File: config.mk
export PLATFORM = sky130hd
export DESIGN_NAME = searchable_shift_queue_unit
export DESIGN_NICKNAME = d
export VERILOG_FILES = /design/src/rtl/ssq_pkg.sv /design/src/rtl/ssq_ctrl.sv /design/src/rtl/ssq_datapath.sv /design/src/rtl/searchable_shift_queue_unit.sv
export SDC_FILE = /design/constraint.sdc
export NUM_CORES = 1
export LEC_CHECK = 0
export BUFFER_PORTS_ARGS = -buffer_cell sky130_fd_sc_hd__buf_4
export CAP_MARGIN = 15
export CELL_PAD_IN_SITES_DETAIL_PLACEMENT = 1
export CELL_PAD_IN_SITES_GLOBAL_PLACEMENT = 1
export CORE_MARGIN = 3
export CORE_UTILIZATION = 45
export CTS_CLUSTER_SIZE = 24
export DETAILED_ROUTE_END_ITERATION = 12
export PLACE_DENSITY_LB_ADDON = 0.08
export SLEW_MARGIN = 10
export SYNTH_ARGS = -nofsm -noshare
export SYNTH_HDL_FRONTEND = slang
export SYNTH_SLANG_ARGS = --single-unit
File: constraint.sdc
create_clock -name clk_i -period 5.9 [get_ports clk_i]
set_input_delay 0.59 -clock clk_i [delete_from_list [all_inputs] [get_ports clk_i]]
set_output_delay 0.59 -clock clk_i [all_outputs]
set_load 0.01 [all_outputs]
File: src/rtl/ssq_pkg.sv
// Shared types and constants for the searchable shift queue.
// No dependencies; every other file in this project imports this package.
`timescale 1ns / 1ps

package ssq_pkg;

  // Request codes carried in s_axis_tuser
  localparam logic [2:0] OP_ENQ    = 3'd0;
  localparam logic [2:0] OP_DEQ    = 3'd1;
  localparam logic [2:0] OP_PEEK   = 3'd2;
  localparam logic [2:0] OP_SEARCH = 3'd3;
  localparam logic [2:0] OP_CLEAR  = 3'd4;

  // Result status codes
  localparam logic [1:0] ST_OK       = 2'd0;
  localparam logic [1:0] ST_FULL     = 2'd1;
  localparam logic [1:0] ST_EMPTY    = 2'd2;
  localparam logic [1:0] ST_NOTFOUND = 2'd3;

  localparam int unsigned OP_W     = 3;
  localparam int unsigned VALUE_W  = 32;
  localparam int unsigned CAP_W    = 5;
  localparam int unsigned STATUS_W = 2;
  localparam int unsigned POS_W    = 4;
  localparam int unsigned COUNT_W  = 5;

  // Result tdata layout, lowest bit first
  localparam int unsigned OUT_STATUS_LSB = 0;
  localparam int unsigned OUT_DATA_LSB   = 2;
  localparam int unsigned OUT_POS_LSB    = 34;
  localparam int unsigned OUT_COUNT_LSB  = 38;
  localparam int unsigned OUT_EMPTY_BIT  = 43;
  localparam int unsigned OUT_FULL_BIT   = 44;
  localparam int unsigned OUT_TDATA_W    = 48;

  // Controller to datapath
  typedef struct packed {
    logic load_in;     // capture request payload
    logic exec;        // execute a request other than a search of a non-empty queue, load result
    logic srch_start;  // clear search step / match state
    logic srch_step;   // compare head, rotate array, advance step
  } cmd_t;

  // Datapath to controller
  typedef struct packed {
    logic srch_run;    // buffered request is a search on a non-empty queue
    logic last_step;   // search step is at the last held entry
  } sts_t;

endpackage

File: src/rtl/ssq_ctrl.sv
// Controller for the searchable shift queue: request buffer and result
// handshakes, search sequencing. Depends on ssq_pkg.
`timescale 1ns / 1ps

module ssq_ctrl (
  input  logic          clk_i,
  input  logic          rst_ni,
  input  logic          s_valid_i,
  output logic          s_ready_o,
  output logic          m_valid_o,
  input  logic          m_ready_i,
  input  ssq_pkg::sts_t sts_i,
  output ssq_pkg::cmd_t cmd_o
);
  import ssq_pkg::*;

  typedef enum logic {
    S_IDLE,
    S_SEARCH
  } state_e;

  state_e state_q, state_d;
  logic   in_full_q, in_full_d;
  logic   out_valid_q, out_valid_d;
  logic   out_free, pop, done, accept;

  always_comb begin
    cmd_o     = '0;
    state_d   = state_q;
    pop       = 1'b0;
    done      = 1'b0;
    out_free  = !out_valid_q || m_ready_i;
    unique case (state_q)
      S_IDLE: begin
        if (in_full_q && out_free) begin
          if (sts_i.srch_run) begin
            cmd_o.srch_start = 1'b1;
            state_d          = S_SEARCH;
          end else begin
            cmd_o.exec = 1'b1;
            pop        = 1'b1;
            done       = 1'b1;
          end
        end
      end
      S_SEARCH: begin
        cmd_o.srch_step = 1'b1;
        if (sts_i.last_step) begin
          pop     = 1'b1;
          done    = 1'b1;
          state_d = S_IDLE;
        end
      end
      default: state_d = S_IDLE;
    endcase
    s_ready_o     = !in_full_q || pop;
    accept        = s_valid_i && s_ready_o;
    cmd_o.load_in = accept;
    in_full_d     = accept ? 1'b1 : (pop ? 1'b0 : in_full_q);
    out_valid_d   = done ? 1'b1 : (m_ready_i ? 1'b0 : out_valid_q);
  end

  assign m_valid_o = out_valid_q;

  always_ff @(posedge clk_i or negedge rst_ni) begin
    if (!rst_ni) begin
      state_q     <= S_IDLE;
      in_full_q   <= 1'b0;
      out_valid_q <= 1'b0;
    end else begin
      state_q     <= state_d;
      in_full_q   <= in_full_d;
      out_valid_q <= out_valid_d;
    end
  end

endmodule

File: src/rtl/ssq_datapath.sv
// Datapath for the searchable shift queue: entry array, occupancy,
// capacity register, search state and result register. Depends on ssq_pkg.
`timescale 1ns / 1ps

module ssq_datapath #(
  parameter int unsigned DEPTH = 16
) (
  input  logic                           clk_i,
  input  logic                           rst_ni,
  input  ssq_pkg::cmd_t                  cmd_i,
  output ssq_pkg::sts_t                  sts_o,
  input  logic                           cfg_we_i,
  input  logic [ssq_pkg::CAP_W-1:0]      cfg_data_i,
  input  logic [ssq_pkg::OP_W-1:0]       in_op_i,
  input  logic [ssq_pkg::VALUE_W-1:0]    in_value_i,
  output logic [ssq_pkg::OUT_TDATA_W-1:0] out_data_o
);
  import ssq_pkg::*;

  localparam int unsigned CW = $clog2(DEPTH + 1);
  localparam int unsigned IW = $clog2(DEPTH);

  logic [VALUE_W-1:0] entries_q [DEPTH];
  logic [CW-1:0]      occ_q;
  logic [CAP_W-1:0]   cap_q;
  logic [OP_W-1:0]    op_q;
  logic [VALUE_W-1:0] key_q;
  logic [IW-1:0]      step_q;
  logic               found_q, found_d;
  logic [IW-1:0]      pos_q, pos_d;
  logic               hit;

  logic [31:0]        cap_eff, occ_n32, pos32;
  logic [CW-1:0]      occ_n;
  logic               rot_en, enq_wr;
  logic [STATUS_W-1:0] res_status;
  logic [VALUE_W-1:0] res_data;
  logic [IW-1:0]      res_pos;

  logic [STATUS_W-1:0] o_status_q;
  logic [VALUE_W-1:0]  o_data_q;
  logic [POS_W-1:0]    o_pos_q;
  logic [COUNT_W-1:0]  o_count_q;
  logic                o_empty_q, o_full_q;
  logic                load_out;

  assign cap_eff = (32'(cap_q) < DEPTH) ? 32'(cap_q) : 32'(DEPTH);

  assign sts_o.srch_run  = (op_q == OP_SEARCH) && (occ_q != '0);
  assign sts_o.last_step = (CW'(step_q) == occ_q - CW'(1));

  // Search compare at the head; first match wins
  assign hit     = (entries_q[0] == key_q) && !found_q;
  assign found_d = found_q || hit;
  assign pos_d   = hit ? step_q : pos_q;

  always_comb begin
    occ_n      = occ_q;
    rot_en     = 1'b0;
    enq_wr     = 1'b0;
    res_status = ST_OK;
    res_data   = '0;
    res_pos    = '0;
    if (cmd_i.srch_step) begin
      rot_en     = 1'b1;
      res_status = found_d ? ST_OK : ST_NOTFOUND;
      res_pos    = found_d ? pos_d : '0;
    end else begin
      unique case (op_q)
        OP_ENQ: begin
          if (32'(occ_q) >= cap_eff) begin
            res_status = ST_FULL;
          end else begin
            enq_wr = cmd_i.exec;
            occ_n  = occ_q + CW'(1);
          end
        end
        OP_DEQ: begin
          if (occ_q == '0) begin
            res_status = ST_EMPTY;
          end else begin
            res_data = entries_q[0];
            rot_en   = cmd_i.exec;
            occ_n    = occ_q - CW'(1);
          end
        end
        OP_PEEK: begin
          if (occ_q == '0) begin
            res_status = ST_EMPTY;
          end else begin
            res_data = entries_q[0];
          end
        end
        OP_SEARCH: res_status = ST_NOTFOUND;  // only reached on an empty queue
        OP_CLEAR:  occ_n = '0;
        default:   occ_n = occ_q;
      endcase
    end
  end

  assign occ_n32  = 32'(occ_n);
  assign pos32    = 32'(res_pos);
  assign load_out = cmd_i.exec || (cmd_i.srch_step && sts_o.last_step);

  // Entry array: rotate within the held entries (dequeue or search), or tail write
  for (genvar i = 0; i < DEPTH; i++) begin : g_entry
    localparam logic [CW-1:0] IDX = CW'(i);
    localparam int unsigned   NXT = (i + 1) % DEPTH;
    always_ff @(posedge clk_i) begin
      if (rot_en && (IDX < occ_q)) begin
        entries_q[i] <= (IDX == occ_q - CW'(1)) ? entries_q[0] : entries_q[NXT];
      end else if (enq_wr && (IDX == occ_q)) begin
        entries_q[i] <= key_q;
      end
    end
  end

  always_ff @(posedge clk_i or negedge rst_ni) begin
    if (!rst_ni) begin
      occ_q <= '0;
      cap_q <= CAP_W'(16);
    end else begin
      if (cmd_i.exec) begin
        occ_q <= occ_n;
      end
      if (cfg_we_i) begin
        cap_q <= cfg_data_i;
      end
    end
  end

  always_ff @(posedge clk_i) begin
    if (cmd_i.load_in) begin
      op_q  <= in_op_i;
      key_q <= in_value_i;
    end
    if (cmd_i.srch_start) begin
      step_q  <= '0;
      found_q <= 1'b0;
      pos_q   <= '0;
    end else if (cmd_i.srch_step) begin
      step_q  <= step_q + IW'(1);
      found_q <= found_d;
      pos_q   <= pos_d;
    end
    if (load_out) begin
      o_status_q <= res_status;
      o_data_q   <= res_data;
      o_pos_q    <= pos32[POS_W-1:0];
      o_count_q  <= occ_n32[COUNT_W-1:0];
      o_empty_q  <= (occ_n == '0);
      o_full_q   <= (occ_n32 >= cap_eff);
    end
  end

  assign out_data_o = {3'b000, o_full_q, o_empty_q, o_count_q, o_pos_q, o_data_q, o_status_q};

endmodule

File: src/rtl/searchable_shift_queue_unit.sv
// Top level of the searchable shift queue: stream ports and configuration
// write channel around ssq_ctrl and ssq_datapath. Depends on ssq_pkg.
`timescale 1ns / 1ps

// First-in first-out queue of signed 32-bit values held in a shift register
// array of DEPTH entries. Each request on the slave stream is enqueue,
// dequeue, peek, search or clear (code in s_axis_tuser) and yields exactly
// one result transaction with status, head data, match position, count and
// empty/full flags after the request. A request is buffered one stage, then
// executed. Enqueue, dequeue, peek, clear, unused codes and a search of an
// empty queue are executed directly, so these run back to back at one
// transaction per cycle while the result side is not stalled. A search of a
// non-empty queue first clears the search state, then the array is rotated
// one place per cycle through the held entries while the head is compared
// with the key, leaving the queue in its original order at the end; no new
// request is executed meanwhile. The result register lets the next request
// be taken while a result waits. Capacity (reset 16, effective value
// min(capacity, DEPTH)) may be written on the cfg channel only while the
// block is idle.
module searchable_shift_queue_unit #(
  parameter int unsigned DEPTH = 16
) (
  input  logic        clk_i,
  input  logic        rst_ni,
  // request stream
  input  logic        s_axis_tvalid,
  output logic        s_axis_tready,
  input  logic [31:0] s_axis_tdata,   // [31:0] value
  input  logic [2:0]  s_axis_tuser,   // [2:0] operation
  // result stream
  output logic        m_axis_tvalid,
  input  logic        m_axis_tready,
  // [1:0] status, [33:2] data, [37:34] position, [42:38] count,
  // [43] empty_res, [44] full_res, [47:45] zero
  output logic [47:0] m_axis_tdata,
  // capacity write channel
  input  logic        cfg_valid_i,
  output logic        cfg_ready_o,
  input  logic [4:0]  cfg_data_i      // [4:0] capacity
);
  import ssq_pkg::*;

  cmd_t cmd;
  sts_t sts;

  // Capacity writes are always taken.
  assign cfg_ready_o = 1'b1;

  ssq_ctrl u_ctrl (
    .clk_i     (clk_i),
    .rst_ni    (rst_ni),
    .s_valid_i (s_axis_tvalid),
    .s_ready_o (s_axis_tready),
    .m_valid_o (m_axis_tvalid),
    .m_ready_i (m_axis_tready),
    .sts_i     (sts),
    .cmd_o     (cmd)
  );

  ssq_datapath #(
    .DEPTH (DEPTH)
  ) u_dp (
    .clk_i      (clk_i),
    .rst_ni     (rst_ni),
    .cmd_i      (cmd),
    .sts_o      (sts),
    .cfg_we_i   (cfg_valid_i),
    .cfg_data_i (cfg_data_i),
    .in_op_i    (s_axis_tuser),
    .in_value_i (s_axis_tdata),
    .out_data_o (m_axis_tdata)
  );

endmodule

# Word level (Yosys, flattened, before mapping)
# Memories as Yosys holds them, arrays and structs flattened.
# Index checks and enable logic that the tools add are counted.
# W data, S select, Z words.
[word_totals]
ff_bits = 102
ram_bits = 512
input_bits = 45
output_inout_bits = 51
wordCells = 289
mem_count = 1
[memory_table]
columns = ["memory", "words", "word_bits", "read_ports", "rd_ports_with_merged_regs", "write_ports", "line", "source"]
rows = [
  ["u_dp.entries_q", 16, 32, 16, 0, 16, "ssq_datapath.sv:23", "logic [VALUE_W-1:0] entries_q [DEPTH];"],
]
[classes]
addsub = 3
n_lt_le_gt_ge = 19
eq_ne = 35
mux = 143
bitwise_logic = 18
n_reduce_logical = 54
[ops]
columns = ["cell", "n"]
rows = [
  ["$mux W32", 31],
  ["$mux W1", 98],
  ["$eq A4 B5 Y1 const A", 15],
  ["$ge A5 B32 Y1", 2],
  ["$eq A3 B5 Y1 const A", 8],
  ["$lt A4 B5 Y1 const A", 8],
  ["$logic_and A1 B1 Y1", 37],
  ["$eq A32 B32 Y1", 1],
  ["$eq A2 B5 Y1 const A", 4],
  ["$lt A3 B5 Y1 const A", 4],
  ["$mux W5", 4],
  ["$or A1 B1 Y1", 16],
  ["$logic_not A5 Y1", 3],
  ["$pmux W5 S3", 1],
  ["$eq A1 B5 Y1 const A", 2],
  ["$lt A1 B5 Y1 const A", 2],
  ["$lt A2 B5 Y1 const A", 2],
  ["$mux W2", 5],
  ["$eq A3 B2 Y1 const B", 2],
  ["$pmux W2 S3", 1],
  ["$add A5 B1 Y5 const B", 1],
  ["$eq A4 B5 Y1", 1],
  ["$lt A5 B5 Y1 const B", 1],
  ["$reduce_bool A5 Y1", 1],
  ["other kinds (14)", 22],
]

# Logic depth before layout (Yosys ltp)
# Gate-level depths: netlist (run 1).
[depth]
depth_word = 13
ltp_mapped = 16
ltp_nobuf = 15

# Cells and area by module
# From an unflattened synthesis (run 1), not the netlist that was laid out.
[unflattened]
cells_unflattened = 2674
hier_area_um2 = 31744.2
[by_module_without_submodules]
columns = ["module", "instances", "cells_per_inst", "area_each_um2", "seq_area_each_um2"]
rows = [
  ["ssq_datapath", 1, 2654, 31547.8, 18208.7],
  ["ssq_ctrl", 1, 18, 185.2, 75.1],
  ["searchable_shift_queue_unit", 1, 2, 11.3, 0.0],
]

# Worst setup path before layout (run 1)
# Ideal clock, no wire load.
[synth_path]
kind = "flip-flop to flip-flop"
from = "reg u_dp.occ_q[0]"
to = "mem u_dp.entries_q[1][0] (enable)"
setup_time_ns = 0.466
arrival_ns = 4.247
required_time_ns = 5.434
slack_ns = 1.187
stages_incl_launch_ff = 12
n_path_buf = 4
period_less_slack_ns = 4.713
cell_sequence = "dfrtp_1 > buf_2 > inv_1 > ha_1 > clkbuf_1 > or4b_1 > clkbuf_1 > nand2_1 > nor2_1 > nor2_1 > clkbuf_1 > o21ai_0"
[synth_rtl]
columns = ["element", "line", "source"]
rows = [
  ["start, declared", "ssq_datapath.sv:24", "logic [CW-1:0] occ_q;"],
  ["start signal, assigned", "ssq_datapath.sv:124", "occ_q <= occ_n;"],
  ["end, declared", "ssq_datapath.sv:23", ""],
]

==> metrics.txt, run 1 <==
DRT Pass-1 Iters 6; Clock Tree Buf Depth 3; slowest cell on the critical path and2_2; die area 72200 sq um; Crit Path Class reg2reg; GRT Residual Overflow 0; Routed WL slightly below 100000 um; initial antenna violation count 2; fmax 222 MHz; Chip Height ~270 um; post-synthesis instance area just over 30000 sq um; 1st-iter DRT viols between 1000 and 1500; CTS tree yes; clock power share 0.467; post-synth top area cell edfxtp_1; outcome finished, final reports clean; Power Internal 7.12 mW; clock skew 0.0224 ns; Clock Latency Late Sink approximately 0.62 ns; NetSw between 1.5 and 2 mW; FF+latch count, synth 614; post-synth top area share 0.572; die span in x 269 um; clock-pin slew on the worst setup and hold paths 0.06 ns; Comb power frac 0.006; Power Dens Cells between 200 and 300 nW/um^2; worst-path cell chain inv_1, ha_1, nor4b_4, o2111ai_4, a2111oi_2, and2_2, o21bai_4, buf_4; Worst Setup End Kind flip-flop; H-tree depth 3; Finished Cell Area between 30000 and 40000 sq um; Vias/cell around 5.9; crit path max fanout ~40; fraction of registers with async set/reset 0.0212; synth top area cells edfxtp_1 57%, mux2i_1 15%, a21oi_1 5.9%, nor2_1 4.6%, mux2_2 2.5%; cell count after synthesis between 2000 and 3000; # Max-Cap Violations 0; period utilization 0.762; number of fill cells in the layout roughly 7000; worst hold-check path type in2reg; clk sink count 614; Antenna Cells 0; Worst Setup Start Kind flip-flop; port bufs 91; Starting Density 0.458; Finished Layout Cells 3578; hold buffer count at cts 1; Static Leakage 12.1 nW; PostCTS Resize Cnt 0; vias in the first global route 22500; first-pass GRT wire length ~140000 um; fin crit period between 4 and 5 ns; VDD IR-drop max between 0.15 and 0.2 mV; synth warn 0; Slew HR 0.115; gpl congestion around 0.86; DPL Wire Length ~58000 um; ratio of cells with drive above 1 in the final layout 0.155; DR WL/cell between 20 and 30 um; Top FF cell, synth edfxtp_1; Residual DRC 0; CP required 6.15 ns; pin count of the biggest net entering global routing between 60 and 70; Distinct cells, synth 58; Cell Area, Placed 32800 sq um; Arr. time, crit path between 4 and 5 ns; Rows 95; Placed Cells approximately 3400; total power draw 8.95 mW; I/O pin cnt 96; Global Route Usage Sum 0.269; max-slew violations 0; final core utilization 0.516; DR vias between 20000 and 25000; synthesized area per cell about 12 sq um; Antenna Nets Post-Route 0; number of flops mapped to enable cells by yosys approximately 590; clock root cell clkbuf_16; final-report hold violation count 0; sum of negative setup slack 0 ns; # setup viols final 0; Tightest Pin Transition about 1.3 ns; setup bufs post-CTS 0; flip-flop and latch area 18300 sq um; Slowest Stage Delay on Critical Path ~0.8 ns; Syn-to-layout area delta 12.6%; RSZ-0062 raised after global routing false; Net Sw Frac 0.204; sequential share of power 0.527; area occupied by multi-input gates approximately 12000 sq um; Final nets about 2700; sequential area share after synthesis 0.589; core region area around 68000 sq um; clock buffer count from CTS 70
## path summary, 6_finish.rpt
check	slack (ns)	start	to	cells after the start
max in group asynchronous	5.26	rst_ni	u_dp.cap_q[4]	2
hold reg to reg	0.51	u_dp.cap_q[0]	u_dp.cap_q[0]	1
min in group asynchronous	0.39	rst_ni	u_ctrl.state_q	2
hold / removal	0.14	s_axis_tdata[21]	u_dp.key_q[21]	1
setup / recovery	1.40	u_dp.occ_q[1]	u_dp.entries_q[9][10]	8
setup reg to reg	1.40	u_dp.occ_q[1]	u_dp.entries_q[9][10]	8
## layout by cell type (no fill, tap or decap), types with 5 or more instances in the layout
cell type	count
nand2b_1	8
ha_1	18
nand3_4	5
o21ai_0	84
xor2_1	6
buf_4	197
nand2_1	124
and2_1	35
dfrtp_1	12
nor2_1	380
o21ai_1	25
dfxtp_1	9
nand3_1	9
o21ai_4	11
clkbuf_16	74
nand4_1	14
nand2_2	10
a21oi_1	369
inv_1	11
clkinv_1	18
nor3_1	12
edfxtp_1	592
mux2i_1	453
clkinv_2	10
mux2_2	68
clkbuf_1	20
xnor2_1	39
## power groups by stage
stage	combinational (mW)	sequential, mW	clock (mW)
3_3_place_gp	0.0521	4.81	0
2_1_floorplan	0.0242	4.81	0
6_report	0.0534	4.72	4.18
3_5_place_dp	0.0528	4.81	0
4_1_cts	0.0536	4.72	4.26
5_1_grt	0.0595	4.71	4.42
## sequential cells by signal (all words and copies together), names as in the netlist
name / cells
u_dp.o_status_q: 2
u_dp.o_empty_q: 1
u_dp.o_full_q: 1
u_dp.step_q: 4
u_dp.found_q: 1
u_dp.cap_q: 5
u_ctrl.in_full_q: 1
u_dp.pos_q: 4
u_dp.o_data_q: 32
u_dp.o_count_q: 5
u_dp.occ_q: 5
u_dp.entries_q: 512
u_ctrl.state_q: 1
u_dp.o_pos_q: 4
u_dp.op_q: 3
u_dp.key_q: 32
u_ctrl.m_valid_o: 1
## stage by stage
stage | setup slack (ns) | hold slack, ns
floorplan | 1.19 | 0.294
global placement | 1.53 | 0.450
detailed placement | 1.40 | 0.452
CTS | 1.39 | 0.109
global route | 1.12 | 0.116
finish | 1.40 | 0.144
## cells in the mapped netlist (14+ instances only)
library cell	count
a21oi_1	369
and2_1	37
buf_2	81
o21ai_1	25
ha_1	18
buf_1	57
mux2_2	68
nand3_1	14
nand4_1	14
o21ai_0	95
nand2_1	134
edfxtp_1	592
nor2_1	381
xnor2_1	39
buf_4	14
mux2i_1	453
clkbuf_1	154
## layer usage
layer	wire length, um	GRT usage
met5	0	0
met4	3510	0.0978
met3	4480	0.0375
met2	46800	0.456
met1	42000	0.354
## cells by family (layout without fill, tap and decap cells)
family,count (synthesis),in the layout,share of synthesized area
xor gates and xnor gates,45,45,0.0127
AOI/OAI and AO/OA,526,526,0.0900
muxes,521,521,0.171
and+or+nand+nor,632,632,0.0862
other,2,4,0.000242
DFF,614,614,0.589
adders and majority gates,18,18,0.00725
buffers and inverters,322,345,0.0444
## worst max-delay path, delay by kind of cell (launching register included)
| family | cells | cell delay (ns) |
|---|---|---|
| simple gates | 2 | 1.26 |
| compound gates | 3 | 1.08 |
| buf+inv | 2 | 0.71 |
| flops | 1 | 0.55 |
| fa+ha+maj | 1 | 0.50 |
## final cells by class
type,instances,area share
Sequential cell,614,0.523
Multi-Input combinational cell,1746,0.336
Clock buffer,94,0.0551
Timing Repair Buffer,206,0.0474
Tap cell,873,0.0312
Clock inverter,32,0.00594
Inverter,13,0.00139
Power figures use the tool's default switching activity.
==> inputs of run 2 (changes only) <==
--- a/config.mk
+++ b/config.mk
@@ -5,12 +5,13 @@
 export SDC_FILE = /design/constraint.sdc
 export NUM_CORES = 1
 export LEC_CHECK = 0
+export ABC_AREA = 1
 export BUFFER_PORTS_ARGS = -buffer_cell sky130_fd_sc_hd__buf_4
 export CAP_MARGIN = 15
 export CELL_PAD_IN_SITES_DETAIL_PLACEMENT = 1
 export CELL_PAD_IN_SITES_GLOBAL_PLACEMENT = 1
 export CORE_MARGIN = 3
-export CORE_UTILIZATION = 45
+export CORE_UTILIZATION = 44
 export CTS_CLUSTER_SIZE = 24
 export DETAILED_ROUTE_END_ITERATION = 12
 export PLACE_DENSITY_LB_ADDON = 0.08
==> constraint.sdc (replaced) <==
create_clock -name clk_i -period 3.7 [get_ports clk_i]
set_input_delay 0.37 -clock clk_i [delete_from_list [all_inputs] [get_ports clk_i]]
set_output_delay 0.37 -clock clk_i [all_outputs]
set_load 0.01 [all_outputs]
==> metrics.txt, run 2 <==
initial antenna violation count 1 (-1); post-synth top area share 0.581 (+0.00859); hold buffer count at cts 44 (+43); clk sink count 614 (unchanged); cell with the most instances after synthesis nand2_1; # Max-Cap Violations 0 (unchanged); Distinct cells, synth 41 (-29%); worst hold-check path type in2async; sum of negative setup slack 0 ns (unchanged); Chip Height 270 um (+0.37%); Antenna Cells 0 (unchanged); DR vias 25300 (+20%); DPL Wire Length 64200 um (+10%); outcome finished, final reports clean; most frequent cells in the layout 1109 x nand2_1, 669 x o21ai_0, 592 x edfxtp_1; Commonest cells post-synth 1126 x nand2_1, 674 x o21ai_0, 592 x edfxtp_1; PostCTS Resize Cnt 0 (unchanged); Power Dens Cells 890 nW/um^2 (+250%); Antenna Nets Post-Route 0 (unchanged); Routed WL 107000 um (+10%); clock buffer count from CTS 73 (+4.3%); core region area 68700 sq um (+1.4%); post-synth top area cell edfxtp_1; Global Route Usage Sum 0.290 (+0.0209); RSZ-0062 raised after global routing false; Vias/cell 5.84 (-1.4%); period utilization 0.929 (+0.167); CTS tree yes; gpl congestion 0.861 (-0.34%); Syn-to-layout area delta 14.1%; synthesized area per cell 9.18 sq um (-21%); biggest regs u_dp.entries_q x512, u_dp.key_q x32, u_dp.o_data_q x32; max-slew violations 0 (unchanged); fmax 291 MHz (+31%); setup bufs post-CTS 0 (unchanged); clock skew 0.0186 ns (-0.00378 ns); GRT Residual Overflow 0 (unchanged); CP required 4.02 ns (-2.13 ns); cell count after synthesis 3333 (+24%); Top reg by flops u_dp.entries_q; synth warn 0 (unchanged); crit path max fanout 58 (+41%); die area 72700 sq um (+0.74%); Clock Latency Late Sink 0.62 ns (about the same); Residual DRC 0 (unchanged); post-synthesis instance area 30600 sq um (-1.5%); pre-CTS setup slack 0.378 ns (-1.02 ns); Crit Path Class reg2reg; Starting Density 0.445 (-0.0130); Top FF cell, synth edfxtp_1; Worst Setup End Kind flip-flop; final-report hold violation count 0 (unchanged); FF+latch count, synth 614 (unchanged); commonest non-fill, non-tap cell in the layout nand2_1; H-tree depth 3 (unchanged); port bufs 91 (unchanged); fin crit period 3.44 ns (-1.06 ns); Final nets 3418 (+26%); DRT Pass-1 Iters 5 (-1); Clock Tree Buf Depth 3 (unchanged); number of fill cells in the layout 7842 (+12%); clock root cell clkbuf_16; # setup viols final 0 (unchanged); Arr. time, crit path 3.76 ns (-0.98 ns); number of flops mapped to enable cells by yosys 592 (unchanged); max reg flops 512 (unchanged); Slew HR 0.404 (+0.290); sequential area share after synthesis 0.597 (+0.00883); clock-pin slew on the worst setup and hold paths 0.06 ns (about the same); vias in the first global route 26200 (+16%); Rows 96 (+1.1%); Static Leakage 14.6 nW (+20%); VDD IR-drop max 0.803 mV (+320%); first-pass GRT wire length 162000 um (+12%); die span in x 270 um (+0.37%); setup slack after layout 0.261 ns (-1.14 ns); fraction of registers with async set/reset 0.0212 (unchanged); synth top area cells edfxtp_1 58%, nand2_1 14%, o21ai_0 11%, o21ai_1 5.0%, clkbuf_1 1.9%; Worst Setup Start Kind flip-flop; 1st-iter DRT viols 2332 (+69%); pin count of the biggest net entering global routing 65 (-1.5%); Tightest Pin Transition 0.893 ns (-0.422 ns); ratio of cells with drive above 1 in the final layout 0.102 (-0.0534); I/O pin cnt 96 (unchanged); DR WL/cell 24.6 um (-9.2%)
-- run 2: path summary, 6_finish.rpt --
| kind | from | to | slack, ns | cells after the start |
|---|---|---|---|---|
| max in group asynchronous | rst_ni | u_dp.cap_q[4] | 3.29 | 2 |
| min | rst_ni | u_ctrl.state_q | 0.16 | 2 |
| max | u_dp.cap_q[4] | u_dp.entries_q[6][12] | 0.26 | 14 |
| min reg2reg | u_dp.found_q | u_dp.found_q | 0.52 | 2 |
| max reg2reg | u_dp.cap_q[4] | u_dp.entries_q[6][12] | 0.26 | 14 |
| min in group clk_i | s_axis_tdata[6] | u_dp.key_q[6] | 0.48 | 2 |
-- run 2: final cells by class --
cell class / count / area, sq um / share of cell area
Clock inverter: 32 / 226 / 0.00649
Timing Repair Buffer: 223 / 2110 / 0.0604
Clock buffer: 96 / 2060 / 0.0590
Tap cell: 931 / 1160 / 0.0334
Inverter: 119 / 449 / 0.0129
Multi-Input combinational cell: 2324 / 10600 / 0.304
Sequential cell: 614 / 18300 / 0.524
-- run 2: report_power, final --
group	internal, mW	leakage (nW)	switching (mW)
sequential	11.5	5.74	0.911
clock	4.11	1.12	2.95
combinational	3.42	7.69	8.21
-- run 2: cell families after synthesis --
kind of cell	share of synthesized area
other cells	0.000245
buf+inv	0.0602
flops	0.597
compound gates	0.165
fa+ha+maj	0.00736
mux	0.00110
simple gates	0.167
xor+xnor	0.00172
-- run 2: stage by stage --
| stage | hold slack [ns] | instance area, sq um | std cells | total power [mW] | utilization |
|---|---|---|---|---|---|
| detailed placement | 0.234 | 32200 | 4167 | 23.9 | 0.468 |
| finish | 0.161 | 34900 | 4339 | 31.1 | 0.508 |
| floorplan | 0.0744 | 30600 | 3335 | 19.2 | - |
| global route | 0.155 | 34900 | 4339 | 33.0 | 0.508 |
| CTS | 0.120 | 34900 | 4339 | 31.1 | 0.508 |
| global placement | 0.232 | 32200 | 4167 | 23.4 | 0.468 |
-- run 2: layer usage --
metal,up-vias,share of wire,global-route usage
li1,11500,-,-
met1,12800,0.44,0.396
met2,812,0.46,0.463
met3,219,0.060,0.0422
met4,0,0.047,0.124
met5,-,0,0
-- run 2: worst max-delay path: stages (launching register included) --
cell and delay, ns:
dfstp_2 0.53, inv_1 0.10, nand2_1 0.12, ha_1 0.27, nand2_1 0.10, inv_1 0.07, nand2_1 0.07, nand2_1 0.06
nand2_1 0.15, nand4_2 0.16, nor2_4 0.48, nand4_1 0.32, buf_4 0.44, nand2_1 0.15, o21ai_0 0.08
==> inputs of run 3 (changes only) <==
==> constraint.sdc (replaced) <==
create_clock -name clk_i -period 3.7 [get_ports clk_i]
set_input_delay 0.925 -clock clk_i [delete_from_list [all_inputs] [get_ports clk_i]]
set_output_delay 0.925 -clock clk_i [all_outputs]
set_load 0.01 [all_outputs]
==> metrics.txt, run 3 (synthesis results as in run 2) <==
slowest cell on the critical path dfrtp_1; Antenna Nets Post-Route 0 (unchanged); worst-path cell chain inv_2, ha_1, nand2_1, o21ai_1, o21ai_2, nor3_2, nand3_1, nand2_2, inv_1, nand2_1, buf_4; Vias/cell 5.85 (+0.25%); fmax 284 MHz (-2.3%); clock-pin slew on the worst setup and hold paths 0.06 ns (about the same); Final nets 3374 (-1.3%); initial antenna violation count 0 (-1); ratio of cells with drive above 1 in the final layout 0.102 (+0.000436); Arr. time, crit path 2.59 ns (-1.17 ns); I/O pin cnt 96 (unchanged); final core utilization 0.503 (-0.00535); Worst Setup End Kind output pin; clock skew 0.0290 ns (+0.0104 ns); Finished Layout Cells 4295 (-1.0%); most frequent cells in the layout 1109 x nand2_1, 669 x o21ai_0, 592 x edfxtp_1; period utilization 0.951 (+0.0216); Slew HR 0.185 (-0.220); Finished Cell Area 34500 sq um (-1.1%); setup bufs post-CTS 0 (unchanged); crit path max fanout 8 (-86%); Syn-to-layout area delta 12.9%; Critical Path Most Common Cell nand2_1; # setup viols final 0 (unchanged); max reg flops 512 (unchanged); clk sink count 614 (unchanged); final-report hold violation count 0 (unchanged); setup slack after layout 0.181 ns (-0.0800 ns); Routed WL 105000 um (-1.2%); Worst Setup Start Kind flip-flop; DR vias 25100 (-0.77%); Static Leakage 14.4 nW (-1.1%); biggest regs u_dp.entries_q x512, u_dp.key_q x32, u_dp.o_data_q x32; DR WL/cell 24.5 um (-0.17%); Antenna Cells 0 (unchanged); clock root cell clkbuf_16; Starting Density 0.445 (unchanged); pin count of the biggest net entering global routing 65 (unchanged); DRT Pass-1 Iters 7 (+2); gpl congestion 0.885 (+2.7%); Rows 96 (unchanged); Crit Path Class reg2out; worst hold-check path type in2async; max-slew violations 0 (unchanged); clock buffer count from CTS 73 (unchanged); GRT Residual Overflow 0 (unchanged); RSZ-0062 raised after global routing false; Chip Height 270 um (unchanged); die area 72700 sq um (unchanged); core region area 68700 sq um (unchanged); hold buffer count at cts 0 (-100%); first-pass GRT wire length 160000 um (-1.2%); total power draw 30.8 mW (-0.86%); H-tree depth 3 (unchanged); Global Route Usage Sum 0.286 (-0.00349); CTS tree yes; # Max-Cap Violations 0 (unchanged); outcome finished, final reports clean; vias in the first global route 25600 (-2.1%); Placed Cells 4167 (unchanged); Slowest Stage Delay on Critical Path 0.39 ns (-0.14 ns); PostCTS Resize Cnt 0 (unchanged); CP required 2.77 ns (-1.25 ns); Clock Latency Late Sink 0.62 ns (about the same); fin crit period 3.52 ns (+0.0800 ns); Power Dens Cells 892 nW/um^2 (+0.20%); port bufs 91 (unchanged); DPL Wire Length 66500 um (+3.5%); sum of negative setup slack 0 ns (unchanged); 1st-iter DRT viols 2307 (-1.1%); commonest non-fill, non-tap cell in the layout nand2_1; pre-CTS setup slack 0.367 ns (-0.0102 ns); Residual DRC 0 (unchanged); Hold WS 0.173 ns (+0.0119 ns); VDD IR-drop max 0.673 mV (-16%); Clock Tree Buf Depth 3 (unchanged); Cell Area, Placed 32300 sq um (+0.47%); Tightest Pin Transition 1.22 ns (+0.327 ns); die span in x 270 um (unchanged); Top reg by flops u_dp.entries_q
-- run 3: cell count changes in the layout (fill, tap and decap cells not counted), sizes merged --
cell / change
dlygate4sd3: -44
inv: +2
clkbuf: -1
clkinv: -1
-- run 3: worst max-delay path, delay by kind of cell (launching register included) --
family | cells | cell delay, ns
buffers and inverters | 3 | 0.36
AND/OR/NAND/NOR | 5 | 0.74
flip-flops | 1 | 0.39
adder cells (fa/ha/maj) | 1 | 0.19
AO/OA/AOI/OAI | 2 | 0.32
-- run 3: path summary, 6_finish.rpt --
kind / startpoint / to / slack (ns) / cells after the start
max in group asynchronous: rst_ni / u_dp.cap_q[4] / 3.28 / 1
max reg2reg: u_dp.cap_q[4] / u_dp.o_full_q / 0.33 / 19
min reg2reg: u_dp.found_q / u_dp.found_q / 0.52 / 2
min in group clk_i: s_axis_tdata[10] / u_dp.key_q[10] / 0.48 / 1
min: rst_ni / u_dp.occ_q[1] / 0.17 / 1
max: u_dp.occ_q[0] / s_axis_tready / 0.18 / 11
-- run 3: layer usage --
layer  part of all wire  global-route usage  wire length, um  up-vias
met5                  0                   0                0        -
li1                   -                   -                -    11400
met3              0.059              0.0400             6190      148
met2               0.47               0.469            49300      778
met4              0.033              0.0938             3490        0
met1               0.44               0.395            46300    12800
-- run 3: layout make-up --
class	count	area [sq um]
Fill cell	7749	34200
Sequential cell	614	18300
Multi-Input combinational cell	2324	10600
Tap cell	931	1160
Clock inverter	33	233
Clock buffer	95	1970
Inverter	119	449
Timing Repair Buffer	179	1820
-- run 3: power by group --
part | total [mW] | internal, mW | switching, mW
logic | 11.6 | 3.42 | 8.15
registers | 12.4 | 11.5 | 0.910
clock network | 6.86 | 3.95 | 2.91
total | 30.8 | 18.8 | 12.0
